[src/hw/rtl/bres_pkg.sv]
// Shared types and constants for the line rasterizer.
package bres_pkg;

    localparam int PORT_COORD_W = 6;
    localparam int COLOR_W      = 8;
    localparam int CFG_W        = 7;
    localparam int IN_TDATA_W   = 48;
    localparam int OUT_TDATA_W  = 40;
    localparam int OUT_USED_W   = 2 * PORT_COORD_W + 3 * COLOR_W;

    typedef logic [0:0] cfg_idx_t;

    localparam cfg_idx_t REG_IMAGE_WIDTH  = 1'b0;
    localparam cfg_idx_t REG_IMAGE_HEIGHT = 1'b1;

    localparam logic [CFG_W-1:0] IMAGE_SIZE_RST = 7'd64;

    // Direction of the walk, fixed for one line.
    typedef struct packed {
        logic xmajor;
        logic x_dec;
        logic y_dec;
    } bres_dir_t;

endpackage

[src/hw/rtl/bres_step.sv]
// Error accumulate, compare and coordinate step unit, used once per step from one pixel to the next.
module bres_step #(
    parameter int COORD_BITS = 6
) (
    input  logic [COORD_BITS-1:0] x,
    input  logic [COORD_BITS-1:0] y,
    input  logic [COORD_BITS-1:0] err,
    input  logic [COORD_BITS-1:0] major,
    input  logic [COORD_BITS-1:0] minor,
    input  bres_pkg::bres_dir_t   dir,
    output logic [COORD_BITS-1:0] x_next,
    output logic [COORD_BITS-1:0] y_next,
    output logic [COORD_BITS-1:0] err_next
);
    import bres_pkg::*;

    localparam logic [COORD_BITS-1:0] ONE = {{(COORD_BITS-1){1'b0}}, 1'b1};

    logic [COORD_BITS:0]   sum;
    logic                  over;
    logic [COORD_BITS:0]   sum_sub;
    logic [COORD_BITS-1:0] x_step;
    logic [COORD_BITS-1:0] y_step;

    always_comb
    begin
        sum     = {1'b0, err} + {1'b0, minor};
        over    = sum > {1'b0, major};
        sum_sub = sum - {1'b0, major};
        // err never exceeds major, so the low bits hold the whole value
        err_next = over ? sum_sub[COORD_BITS-1:0] : sum[COORD_BITS-1:0];
        x_step   = dir.x_dec ? x - ONE : x + ONE;
        y_step   = dir.y_dec ? y - ONE : y + ONE;
        if (dir.xmajor)
        begin
            x_next = x_step;
            y_next = over ? y_step : y;
        end
        else
        begin
            y_next = y_step;
            x_next = over ? x_step : x;
        end
    end

endmodule

[src/hw/rtl/bresenham_line_rasterizer.sv]
// After a line request is accepted, the setup state runs before the first pixel is offered.
// Throughput: one pixel per cycle while m_tready is high; a line of major
// delta D gives D+1 pixels, with one step of the error/step unit between
// successive pixels. No new request is taken until the last pixel leaves.
// Reset (rst_n low, asynchronous): idle, image size registers back to 64 by 64.
module bresenham_line_rasterizer #(
    parameter int COORD_BITS = 6
) (
    input  logic                              clk,
    input  logic                              rst_n,
    // config write
    input  logic                              cfg_valid,
    output logic                              cfg_ready,
    input  bres_pkg::cfg_idx_t                cfg_index,
    input  logic [bres_pkg::CFG_W-1:0]        cfg_data,
    // line request
    input  logic                              s_tvalid,
    output logic                              s_tready,
    // start_x, start_y, end_x, end_y, red_in, green_in, blue_in
    input  logic [bres_pkg::IN_TDATA_W-1:0]   s_tdata,
    // pixels
    output logic                              m_tvalid,
    input  logic                              m_tready,
    // pixel_x, pixel_y, red_out, green_out, blue_out, zero pad
    output logic [bres_pkg::OUT_TDATA_W-1:0]  m_tdata,
    // inside_res
    output logic                              m_tuser,
    output logic                              m_tlast
);
    import bres_pkg::*;

    localparam int C = COORD_BITS;

    typedef enum logic [2:0] {
        ST_IDLE  = 3'b001,
        ST_SETUP = 3'b010,
        ST_EMIT  = 3'b100
    } state_t;

    state_t state_reg, state_next;

    logic [CFG_W-1:0]   width_reg, width_next;
    logic [CFG_W-1:0]   height_reg, height_next;

    logic [C-1:0]       x_reg, x_next;
    logic [C-1:0]       y_reg, y_next;
    logic [C-1:0]       ex_reg, ex_next;
    logic [C-1:0]       ey_reg, ey_next;
    logic [C-1:0]       err_reg, err_next;
    logic [C-1:0]       major_reg, major_next;
    logic [C-1:0]       minor_reg, minor_next;
    logic [C-1:0]       cnt_reg, cnt_next;
    bres_dir_t          dir_reg, dir_next;
    logic [3*COLOR_W-1:0] color_reg, color_next;

    logic [C-1:0]       dx, dy;
    logic [C-1:0]       st_x, st_y, st_err;
    logic               s_fire, m_fire;

    bres_step #(
        .COORD_BITS (COORD_BITS)
    ) u_step (
        .x        (x_reg),
        .y        (y_reg),
        .err      (err_reg),
        .major    (major_reg),
        .minor    (minor_reg),
        .dir      (dir_reg),
        .x_next   (st_x),
        .y_next   (st_y),
        .err_next (st_err)
    );

    assign cfg_ready = 1'b1;
    assign s_tready  = (state_reg == ST_IDLE);
    assign m_tvalid  = (state_reg == ST_EMIT);
    assign s_fire    = s_tvalid && s_tready;
    assign m_fire    = m_tvalid && m_tready;

    assign m_tdata = {
        (OUT_TDATA_W - OUT_USED_W)'(0),
        color_reg,
        PORT_COORD_W'(y_reg),
        PORT_COORD_W'(x_reg)
    };
    assign m_tuser = (CFG_W'(x_reg) < width_reg) && (CFG_W'(y_reg) < height_reg);
    assign m_tlast = (cnt_reg == '0);

    always_comb
    begin
        width_next  = width_reg;
        height_next = height_reg;
        if (cfg_valid && cfg_ready)
        begin
            unique case (cfg_index)
                REG_IMAGE_WIDTH:  width_next  = cfg_data;
                REG_IMAGE_HEIGHT: height_next = cfg_data;
                default: ;
            endcase
        end
    end

    always_comb
    begin
        state_next = state_reg;
        x_next     = x_reg;
        y_next     = y_reg;
        ex_next    = ex_reg;
        ey_next    = ey_reg;
        err_next   = err_reg;
        major_next = major_reg;
        minor_next = minor_reg;
        cnt_next   = cnt_reg;
        dir_next   = dir_reg;
        color_next = color_reg;

        dx = (ex_reg > x_reg) ? ex_reg - x_reg : x_reg - ex_reg;
        dy = (ey_reg > y_reg) ? ey_reg - y_reg : y_reg - ey_reg;

        unique case (state_reg)
            ST_IDLE:
            begin
                if (s_fire)
                begin
                    x_next     = s_tdata[C-1:0];
                    y_next     = s_tdata[PORT_COORD_W +: C];
                    ex_next    = s_tdata[2*PORT_COORD_W +: C];
                    ey_next    = s_tdata[3*PORT_COORD_W +: C];
                    color_next = s_tdata[4*PORT_COORD_W +: 3*COLOR_W];
                    state_next = ST_SETUP;
                end
            end
            ST_SETUP:
            begin
                // x is the major axis only when dx is strictly larger
                dir_next.xmajor = dx > dy;
                dir_next.x_dec  = !(x_reg < ex_reg);
                dir_next.y_dec  = !(y_reg < ey_reg);
                major_next      = (dx > dy) ? dx : dy;
                minor_next      = (dx > dy) ? dy : dx;
                err_next        = major_next >> 1;
                cnt_next        = major_next;
                state_next      = ST_EMIT;
            end
            ST_EMIT:
            begin
                if (m_fire)
                begin
                    if (cnt_reg == '0)
                    begin
                        state_next = ST_IDLE;
                    end
                    else
                    begin
                        x_next   = st_x;
                        y_next   = st_y;
                        err_next = st_err;
                        cnt_next = cnt_reg - C'(1);
                    end
                end
            end
            default:
            begin
                state_next = ST_IDLE;
            end
        endcase
    end

    always_ff @(posedge clk or negedge rst_n)
    begin
        if (!rst_n)
        begin
            state_reg  <= ST_IDLE;
            width_reg  <= IMAGE_SIZE_RST;
            height_reg <= IMAGE_SIZE_RST;
            cnt_reg    <= '0;
        end
        else
        begin
            state_reg  <= state_next;
            width_reg  <= width_next;
            height_reg <= height_next;
            cnt_reg    <= cnt_next;
        end
    end

    always_ff @(posedge clk)
    begin
        x_reg     <= x_next;
        y_reg     <= y_next;
        ex_reg    <= ex_next;
        ey_reg    <= ey_next;
        err_reg   <= err_next;
        major_reg <= major_next;
        minor_reg <= minor_next;
        dir_reg   <= dir_next;
        color_reg <= color_next;
    end

endmodule

[config.mk]
export PLATFORM = sky130hd
export DESIGN_NAME = bresenham_line_rasterizer
export DESIGN_NICKNAME = d
export VERILOG_FILES = /design/src/hw/rtl/bres_pkg.sv /design/src/hw/rtl/bres_step.sv /design/src/hw/rtl/bresenham_line_rasterizer.sv
export SDC_FILE = /design/constraint.sdc
export NUM_CORES = 1
export LEC_CHECK = 0
export BUFFER_PORTS_ARGS = -buffer_cell sky130_fd_sc_hd__buf_2
export CAP_MARGIN = 20
export CELL_PAD_IN_SITES_DETAIL_PLACEMENT = 1
export CELL_PAD_IN_SITES_GLOBAL_PLACEMENT = 1
export CORE_ASPECT_RATIO = 0.9
export CORE_MARGIN = 2
export CORE_UTILIZATION = 44
export DETAILED_ROUTE_END_ITERATION = 8
export PLACE_DENSITY_LB_ADDON = 0.15
export SETUP_SLACK_MARGIN = 0.15
export SLEW_MARGIN = 15
export SYNTH_ARGS = -nofsm -noshare
export SYNTH_HDL_FRONTEND = slang
export SYNTH_SLANG_ARGS = --single-unit
[constraint.sdc]
create_clock -name clk -period 5 [get_ports clk]
set_input_delay 0 -clock clk [delete_from_list [all_inputs] [get_ports clk]]
set_output_delay 0 -clock clk [all_outputs]
set_load 0.05 [all_outputs]
==> results of run 1 <==
==> critical path, cell delays in order, from the launching register on <==
cell      delay (ns)
edfxtp_1        0.45
inv_1           0.15
ha_1            0.18
inv_1           0.06
fa_1            0.39
a21o_1          0.17
a21oi_1         0.28
o21ai_0         0.15
nand3_1         0.10
o311a_1         0.22
inv_1           0.07
ha_1            0.29
nand4_1         0.12
nor2_1          0.14
nor2_1          0.06
a21oi_2         0.41
buf_4           0.25
mux2_2          0.37
mux2i_1         0.14
==> area by class of cell <==
cell class / instances / share of cell area (%)
Tap cell: 164 / 2.84
Clock inverter: 4 / 0.381
Clock buffer: 12 / 3.86
Timing Repair Buffer: 160 / 15.1
Inverter: 72 / 3.74
Sequential cell: 92 / 36.7
Multi-Input combinational cell: 340 / 37.4
==> cell families (layout without fill, tap and decap cells) <==
| group | count (synthesis) | count (layout) | synth area share, % |
|---|---|---|---|
| AO/OA/AOI/OAI | 120 | 120 | 13.1 |
| XOR/XNOR | 24 | 24 | 3.81 |
| adder cells (fa/ha/maj) | 70 | 70 | 16.4 |
| buffers and inverters | 90 | 248 | 6.36 |
| flip-flops | 92 | 92 | 46.4 |
| multiplexers | 34 | 34 | 6.33 |
| other | 2 | 5 | 0.132 |
| AND/OR/NAND/NOR | 87 | 87 | 7.45 |
==> worst paths after layout <==
kind | end | start
setup / recovery | err_reg[4] | y_reg[0]
hold / removal | state_reg[2] | m_tready
setup reg to reg | err_reg[4] | y_reg[0]
hold reg to reg | height_reg[4] | height_reg[4]
max in group asynchronous | width_reg[0] | rst_n
min in group asynchronous | state_reg[2] | rst_n
==> layout by cell type, fill, tap and decap left out, types with 3 or more instances in the layout <==
cell and instances:
dfrtp_1 20, mux2_2 14, nand4_1 6, buf_2 100
xnor2_1 12, ha_1 62, o21a_1 3, nand2b_1 6
buf_4 3, o21ai_1 6, nand3_1 7, a21boi_0 5
fa_1 8, dlygate4sd3_1 57, nand2_1 31, mux2i_1 19
a21oi_1 34, o21ai_0 37, dfstp_2 3, xor2_1 11
inv_1 72, a31oi_1 4, o21bai_1 5, edfxtp_1 69
conb_1 5, clkbuf_16 11, nor2b_1 5, nor2_1 17
a21o_1 15
==> power groups by stage <==
stage | clock network (mW) | registers [mW] | logic (mW)
final | 0.703 | 1.33 | 3.08
after global routing | 0.745 | 1.36 | 3.41
after CTS | 0.719 | 1.33 | 3.10
after detailed placement | 0 | 1.35 | 3.04
after global placement | 0 | 1.33 | 2.90
after floorplan | 0 | 1.53 | 2.06
==> what timing repair did <==
action                                  4_1_cts  5_1_grt
hold buffers                                 57        0
hold endpoints to repair                     83        0
endpoints found under the setup margin        0        0
==> per-stage QoR <==
step | std cells | hold WS (ns) | worst slack [ns]
6_report | 844 | 0.0920 | 0.828
3_3_place_gp | 771 | 0.0302 | 0.984
4_1_cts | 844 | 0.0807 | 0.803
2_1_floorplan | 522 | -0.296 | 1.01
3_5_place_dp | 771 | 0.0242 | 0.819
5_1_grt | 844 | 0.119 | 0.471
==> metal layers <==
layer  up-vias  track usage [%]  share of wire (%)
met3        20             5.08                3.1
met4         0             7.57                1.7
met5         -                0                  0
li1       2113                -                  -
met1      2176             26.5                 43
met2        72             40.7                 52
==> results.tsv, run 1 <==
stage	metric	value	unit
global_route	gr usage total	22.7	%
setup_path	Worst setup EP type	register	
timing	final worst-path cycle share	83.4	%
timing	Slew Limit Headroom	37.4	%
layout	filler instances	1435	
die	die span in x	124	µm
setup_path	type of the worst setup path	reg -> reg	
synthesis	Synth async-reset ratio	25.0	%
pwr	Psw	2.32	mW
global_route	largest net degree at the start of global routing	39	
drt	DR WL/cell	17.5	µm
pwr	pwr dens	707	mW/mm²
die	Rows	39	
clock_tree	post-CTS setup buffer count	0	
die	DIE AREA	0.0139	mm²
setup_path	flop2flop setup slack	0.83	ns
layout	multi-input logic area	0.00271	mm²
drt	via/cell ratio	5.19	
die	I/O pin cnt	106	
die	Core ar.	0.0127	mm²
die	Starting Density	45.0	%
synthesis	total number of yosys warnings	0	
drt	Vias	4381	
timing	Worst Tran Pin Value	0.935	ns
run_status	status	completed	
drt	initial detailed-routing violation count	177	
synthesis	cell count after synthesis	519	
synthesis	Synth area leader	edfxtp_1	
layout	final design utilization	57.0	%
pwr	Switching Fraction	45.4	%
synthesis	sequential-to-total area share from yosys stat	46.4	%
synthesis	Most used DFF post-synth	edfxtp_1	
setup_path	FF-to-FF path depth	18	
synthesis	Syn Area/Cell	11.0	µm²
pwr	Sequential Power Share	26.0	%
die	die height	112	µm
hold_path	hold depth	4	
job	Max-Cap Viols	0	
drt	DRT Pass-1 Iters	6	
clock_tree	Clock Tree Buf Depth	2	
placement	Post-DP Area	0.00636	mm²
clock_tree	root buf cell	clkbuf_16	
timing	Slew Viols, Final	0	
synthesis	Distinct cells, synth	46	
synthesis	top cells by area, synth	edfxtp_1, ha_1, dfrtp_1, inv_1, mux2i_1	
timing	final worst path period need	4.17	ns
layout	# nets final	806	
clock_tree	CTS tree	yes	
layout	# diodes	0	
drt	DRC	0	
pwr	Comb pwr share	60.2	%
pwr	Int Power	2.79	mW
pwr	Pwr Total	5.11	mW
clock_tree	post-CTS sizing	0	
global_route	GRT overflow	0	
clock_tree	Num CTS Buffers	9	
setup_path	Worst Path Required	5.20	ns
synthesis	count leader, synth	inv_1	
setup_path	CP Max Fanout	8	
synthesis	EDFF count, synth	69	
layout	register area	0.00265	mm²
clock_tree	clock transition at the registers of the reported paths	0.07	ns
global_route	vias in the first global route	4913	
setup_path	crit path DAT	4.37	ns
timing	RSZ-0062 raised after global routing	false	
placement	HPWL Detailed	10.5	mm
synthesis	Seq cells post-synth	92	
timing	Final Hold Vio Count	0	
timing	Fmax	240	MHz
drt	wirelength, routed	14.8	mm
timing	setup TNS	0	ns
global_route	first-pass GRT wire length	24.0	mm
clock_tree	worst skew pair latency	0.36	ns
clock_tree	CTS sink count	92	
layout	layout cells sized above 1	21.2	%
placement	Port Buffer Count	100	
synthesis	Yosys top cell area share	36.3	%
pwr	Leak	3.33	nW
layout	Final Instance Area	0.00723	mm²
pwr	peak supply drop	0.000391	V
clock_tree	H-tree levels	3	
setup_path	Critical Path Source Type	register	
timing	skew final	0.00718	ns
drt	ANT nets after route	0	
layout	max FFs per register	24	
pwr	clock share of power	13.8	%
layout	Area Growth Syn to Fin	26.7	%
global_route	antenna violations before repair	0	
timing	final setup fails	0	
synthesis	mapped cell area	0.00571	mm²
placement	GP Congestion	0.838	
synthesis	Synth top cells by count	inv_1, edfxtp_1, ha_1	
hold_path	Hold Path Class	in -> reg	
Note: power is estimated with default switching activity, not from simulation.
==> run 2, diff against run 1 <==
ABC_AREA = 1   (was not set)
CORE_UTILIZATION = 39   (was 44)
clock period = 3.6 ns   (was 5 ns; I/O delays follow)
==> results.tsv, run 2 <==
stage	metric	value	unit	change
drt	Vias	5269		was 4381
setup_path	Critical Path Source Type	register		unchanged
synthesis	sequential-to-total area share from yosys stat	43.4	%	was 46.4%
layout	filler instances	1863		was 1435
clock_tree	CTS tree	yes		unchanged
setup_path	critical-path cell list	buf_4 -> ha_1 -> inv_2 -> fa_2 -> inv_1 -> nor2_1 -> o21ai_1 -> nand2_1 -> nand2_1 -> nand2_1 -> inv_1 -> ha_1 -> nand2_1 -> o21bai_1 -> nand3_2 -> nand2_4 -> buf_4 -> nand2_2 -> nand3_2 -> o21ai_1		was inv_1 -> ha_1 -> inv_1 -> fa_1 -> a21o_1 -> a21oi_1 -> o21ai_0 -> nand3_1 -> o311a_1 -> inv_1 -> ha_1 -> nand4_1 -> nor2_1 -> nor2_1 -> a21oi_2 -> buf_4 -> mux2_2 -> mux2i_1
die	Starting Density	39.7	%	was 45.0%
die	DIE AREA	0.0167	mm²	was 0.0139 mm²
drt	DRT Pass-1 Iters	6		unchanged
layout	commonest cells after routing, fill and taps aside	nand2_1, inv_1, buf_2		was buf_2, inv_1, edfxtp_1
layout	# nets final	1005		was 806
timing	RSZ-0062 raised after global routing	false		unchanged
synthesis	Seq cells post-synth	92		unchanged
hold_path	Hold Startpoint	cfg_index		was m_tready
synthesis	total number of yosys warnings	0		unchanged
synthesis	Yosys top cell area share	33.9	%	was 36.3%
layout	# diodes	0		unchanged
drt	initial detailed-routing violation count	148		was 177
layout	commonest non-fill, non-tap cell in the layout	nand2_1		was buf_2
clock_tree	H-tree levels	3		unchanged
setup_path	Worst R2R End	err_reg[0]		was err_reg[4]
synthesis	Most used DFF post-synth	edfxtp_1		unchanged
setup_path	CP Max Fanout	9		was 8
synthesis	largest family of logic cells by synthesized area	simple AND/OR/NAND/NOR gates		was adder cells
synthesis	mux cell area share after synthesis	0	%	was 6.33%
timing	final worst path period need	3.21	ns	was 4.17 ns
drt	DRC	0		unchanged
layout	Final Instance Area	0.00789	mm²	was 0.00723 mm²
placement	HPWL Detailed	13.1	mm	was 10.5 mm
setup_path	max incr delay on CP	0.44	ns	was 0.45 ns
setup_path	Worst setup EP type	register		unchanged
timing	Slew Limit Headroom	47.2	%	was 37.4%
timing	final worst-path cycle share	89.2	%	was 83.4%
run_status	status	completed		unchanged
setup_path	Most common cell on crit path	nand2_1		was inv_1
setup_path	flop2flop setup slack	0.39	ns	was 0.83 ns
clock_tree	clock transition at the registers of the reported paths	0.07	ns	about the same
drt	via/cell ratio	4.87		was 5.19
layout	register area	0.00265	mm²	unchanged
synthesis	Synth Area in Compound Gates	9.49	%	was 13.1%
synthesis	cell count after synthesis	694		was 519
setup_path	Worst Path Required	3.71	ns	was 5.20 ns
synthesis	mapped cell area	0.00612	mm²	was 0.00571 mm²
global_route	GRT overflow	0		unchanged
global_route	vias in the first global route	5783		was 4913
timing	skew final	0.00867	ns	was 0.00718 ns
die	I/O pin cnt	106		unchanged
layout	layout cells sized above 1	23.1	%	was 21.2%
drt	ANT nets after route	0		unchanged
setup_path	Bufs and invs on worst path	5		was 4
setup_path	type of the worst setup path	reg -> reg		unchanged
layout	multi-input logic area	0.00299	mm²	was 0.00271 mm²
setup_path	CP delay by family, top	simple AND/OR/NAND/NOR gates		was compound AO/OA/AOI/OAI gates
clock_tree	worst skew pair latency	0.36	ns	about the same
synthesis	Synth area leader	edfxtp_1		unchanged
hold_path	Hold Path End	height_reg[6]		was state_reg[2]
synthesis	Post-Synth Adder-Cell Area	15.3	%	was 16.4%
synthesis	EDFF count, synth	69		unchanged
global_route	antenna violations before repair	0		unchanged
die	die span in x	136	µm	was 124 µm
clock_tree	root buf cell	clkbuf_16		unchanged
die	Core ar.	0.0154	mm²	was 0.0127 mm²
clock_tree	CTS sink count	92		unchanged
layout	Area Growth Syn to Fin	28.9	%	was 26.7%
synthesis	Synth top cells by count	nand2_1, inv_1, edfxtp_1		was inv_1, edfxtp_1, ha_1
drt	DR WL/cell	16.4	µm	was 17.5 µm
job	Max-Cap Viols	0		unchanged
clock_tree	Num CTS Buffers	9		unchanged
synthesis	xor/xnor cell area share of the yosys netlist	2.43	%	was 3.81%
setup_path	FF-to-FF path depth	20		was 18
synthesis	Syn Area/Cell	8.81	µm²	was 11.0 µm²
placement	Port Buffer Count	100		unchanged
die	die height	123	µm	was 112 µm
placement	GP Congestion	0.866		was 0.838
hold_path	hold depth	4		unchanged
placement	Post-DP Area	0.00691	mm²	was 0.00636 mm²
hold_path	Hold Path Class	in -> reg		unchanged
die	Rows	43		was 39
global_route	first-pass GRT wire length	28.2	mm	was 24.0 mm
drt	wirelength, routed	17.7	mm	was 14.8 mm
timing	Final Hold Vio Count	0		unchanged
clock_tree	Clock Tree Buf Depth	2		unchanged
timing	setup TNS	0	ns	unchanged
timing	final setup fails	0		unchanged
global_route	largest net degree at the start of global routing	38		was 39
synthesis	post-synthesis simple-gate area fraction	20.6	%	was 7.45%
synthesis	Synth async-reset ratio	25.0	%	unchanged
timing	Worst Tran Pin Value	0.792	ns	was 0.935 ns
setup_path	worst reg2reg startpoint	x_reg[0]		was y_reg[0]
synthesis	top cells by area, synth	edfxtp_1, ha_1, nand2_1, dfrtp_1, inv_1		was edfxtp_1, ha_1, dfrtp_1, inv_1, mux2i_1
global_route	gr usage total	22.0	%	was 22.7%
setup_path	crit path DAT	3.32	ns	was 4.37 ns
layout	final design utilization	51.3	%	was 57.0%
timing	Fmax	311	MHz	was 240 MHz
synthesis	count leader, synth	nand2_1		was inv_1
layout	max FFs per register	24		unchanged
setup_path	slowest CP cell	edfxtp_1		unchanged
timing	Slew Viols, Final	0		unchanged
synthesis	Distinct cells, synth	36		was 46
-- run 2: changes by cell type in the layout (fill, tap and decap cells not counted), sizes merged, moves of 19 or more --
cell	change
buf	+19
inv	+51
mux2i	-20
nand2	+148
nand3	+33
nor2	+23
-- run 2: worst max path at each step --
stage / start / endpoint / slack [ns] / cells past startpoint
after CTS: x_reg[2] / err_reg[2] / 0.18 / 21
after global routing: err_reg[0] / x_reg[3] / 0.16 / 20
final: x_reg[0] / err_reg[0] / 0.39 / 20
after floorplan: state_reg[0] / color_reg[0] / 0.26 / 4
after global placement: x_reg[0] / err_reg[2] / 0.29 / 20
after detailed placement: x_reg[0] / err_reg[2] / 0.15 / 20
-- run 2: layer usage --
layer	track usage (%)	share of wire, %
met5	0	0
met4	5.79	1.5
met3	3.84	3.2
met2	40.1	51
met1	26.9	44
-- run 2: cells by family after synthesis --
kind of cell / after synthesis
adder cells (fa/ha/maj): 70
XOR/XNOR: 17
AO/OA/AOI/OAI: 104
AND/OR/NAND/NOR: 277
other: 2
buffers and inverters: 132
flip-flops: 92
-- run 2: metrics by stage --
stage | setup WS (ns) | cells | hold slack, ns
after floorplan | 0.255 | 697 | -0.296
after global placement | 0.285 | 998 | 0.0250
after detailed placement | 0.148 | 998 | 0.0351
after CTS | 0.179 | 1075 | 0.153
after global routing | 0.162 | 1081 | 0.240
final | 0.389 | 1081 | 0.172
-- run 2: worst min-delay path, cell delays in order --
cell	delay (ns)
buf_2	0.09
nand2_1	0.24
nand2_1	0.12
o21ai_0	0.07
-- run 2: what timing repair did --
item                       CTS  global route
setup buffers                3             4
gates resized for setup      1            15
pin swaps                    0             3
hold endpoints to repair    84             0
hold buffers                58             0
setup endpoints to repair    6            27
gates cloned                 0             1
-- run 2: area by class of cell --
| class | count | area share [%] |
|---|---|---|
| multi-input cells | 474 | 37.9 |
| flip-flops and latches | 92 | 33.6 |
| repair buffers | 180 | 16.0 |
| inverters | 117 | 5.66 |
| well taps | 202 | 3.20 |
| clock buffers | 9 | 2.86 |
| clock inverters | 7 | 0.777 |
Power of run 2 is left out: the tool's default activity adds up to more than one toggle a clock period on the data nets, which glitch-free logic cannot reach.
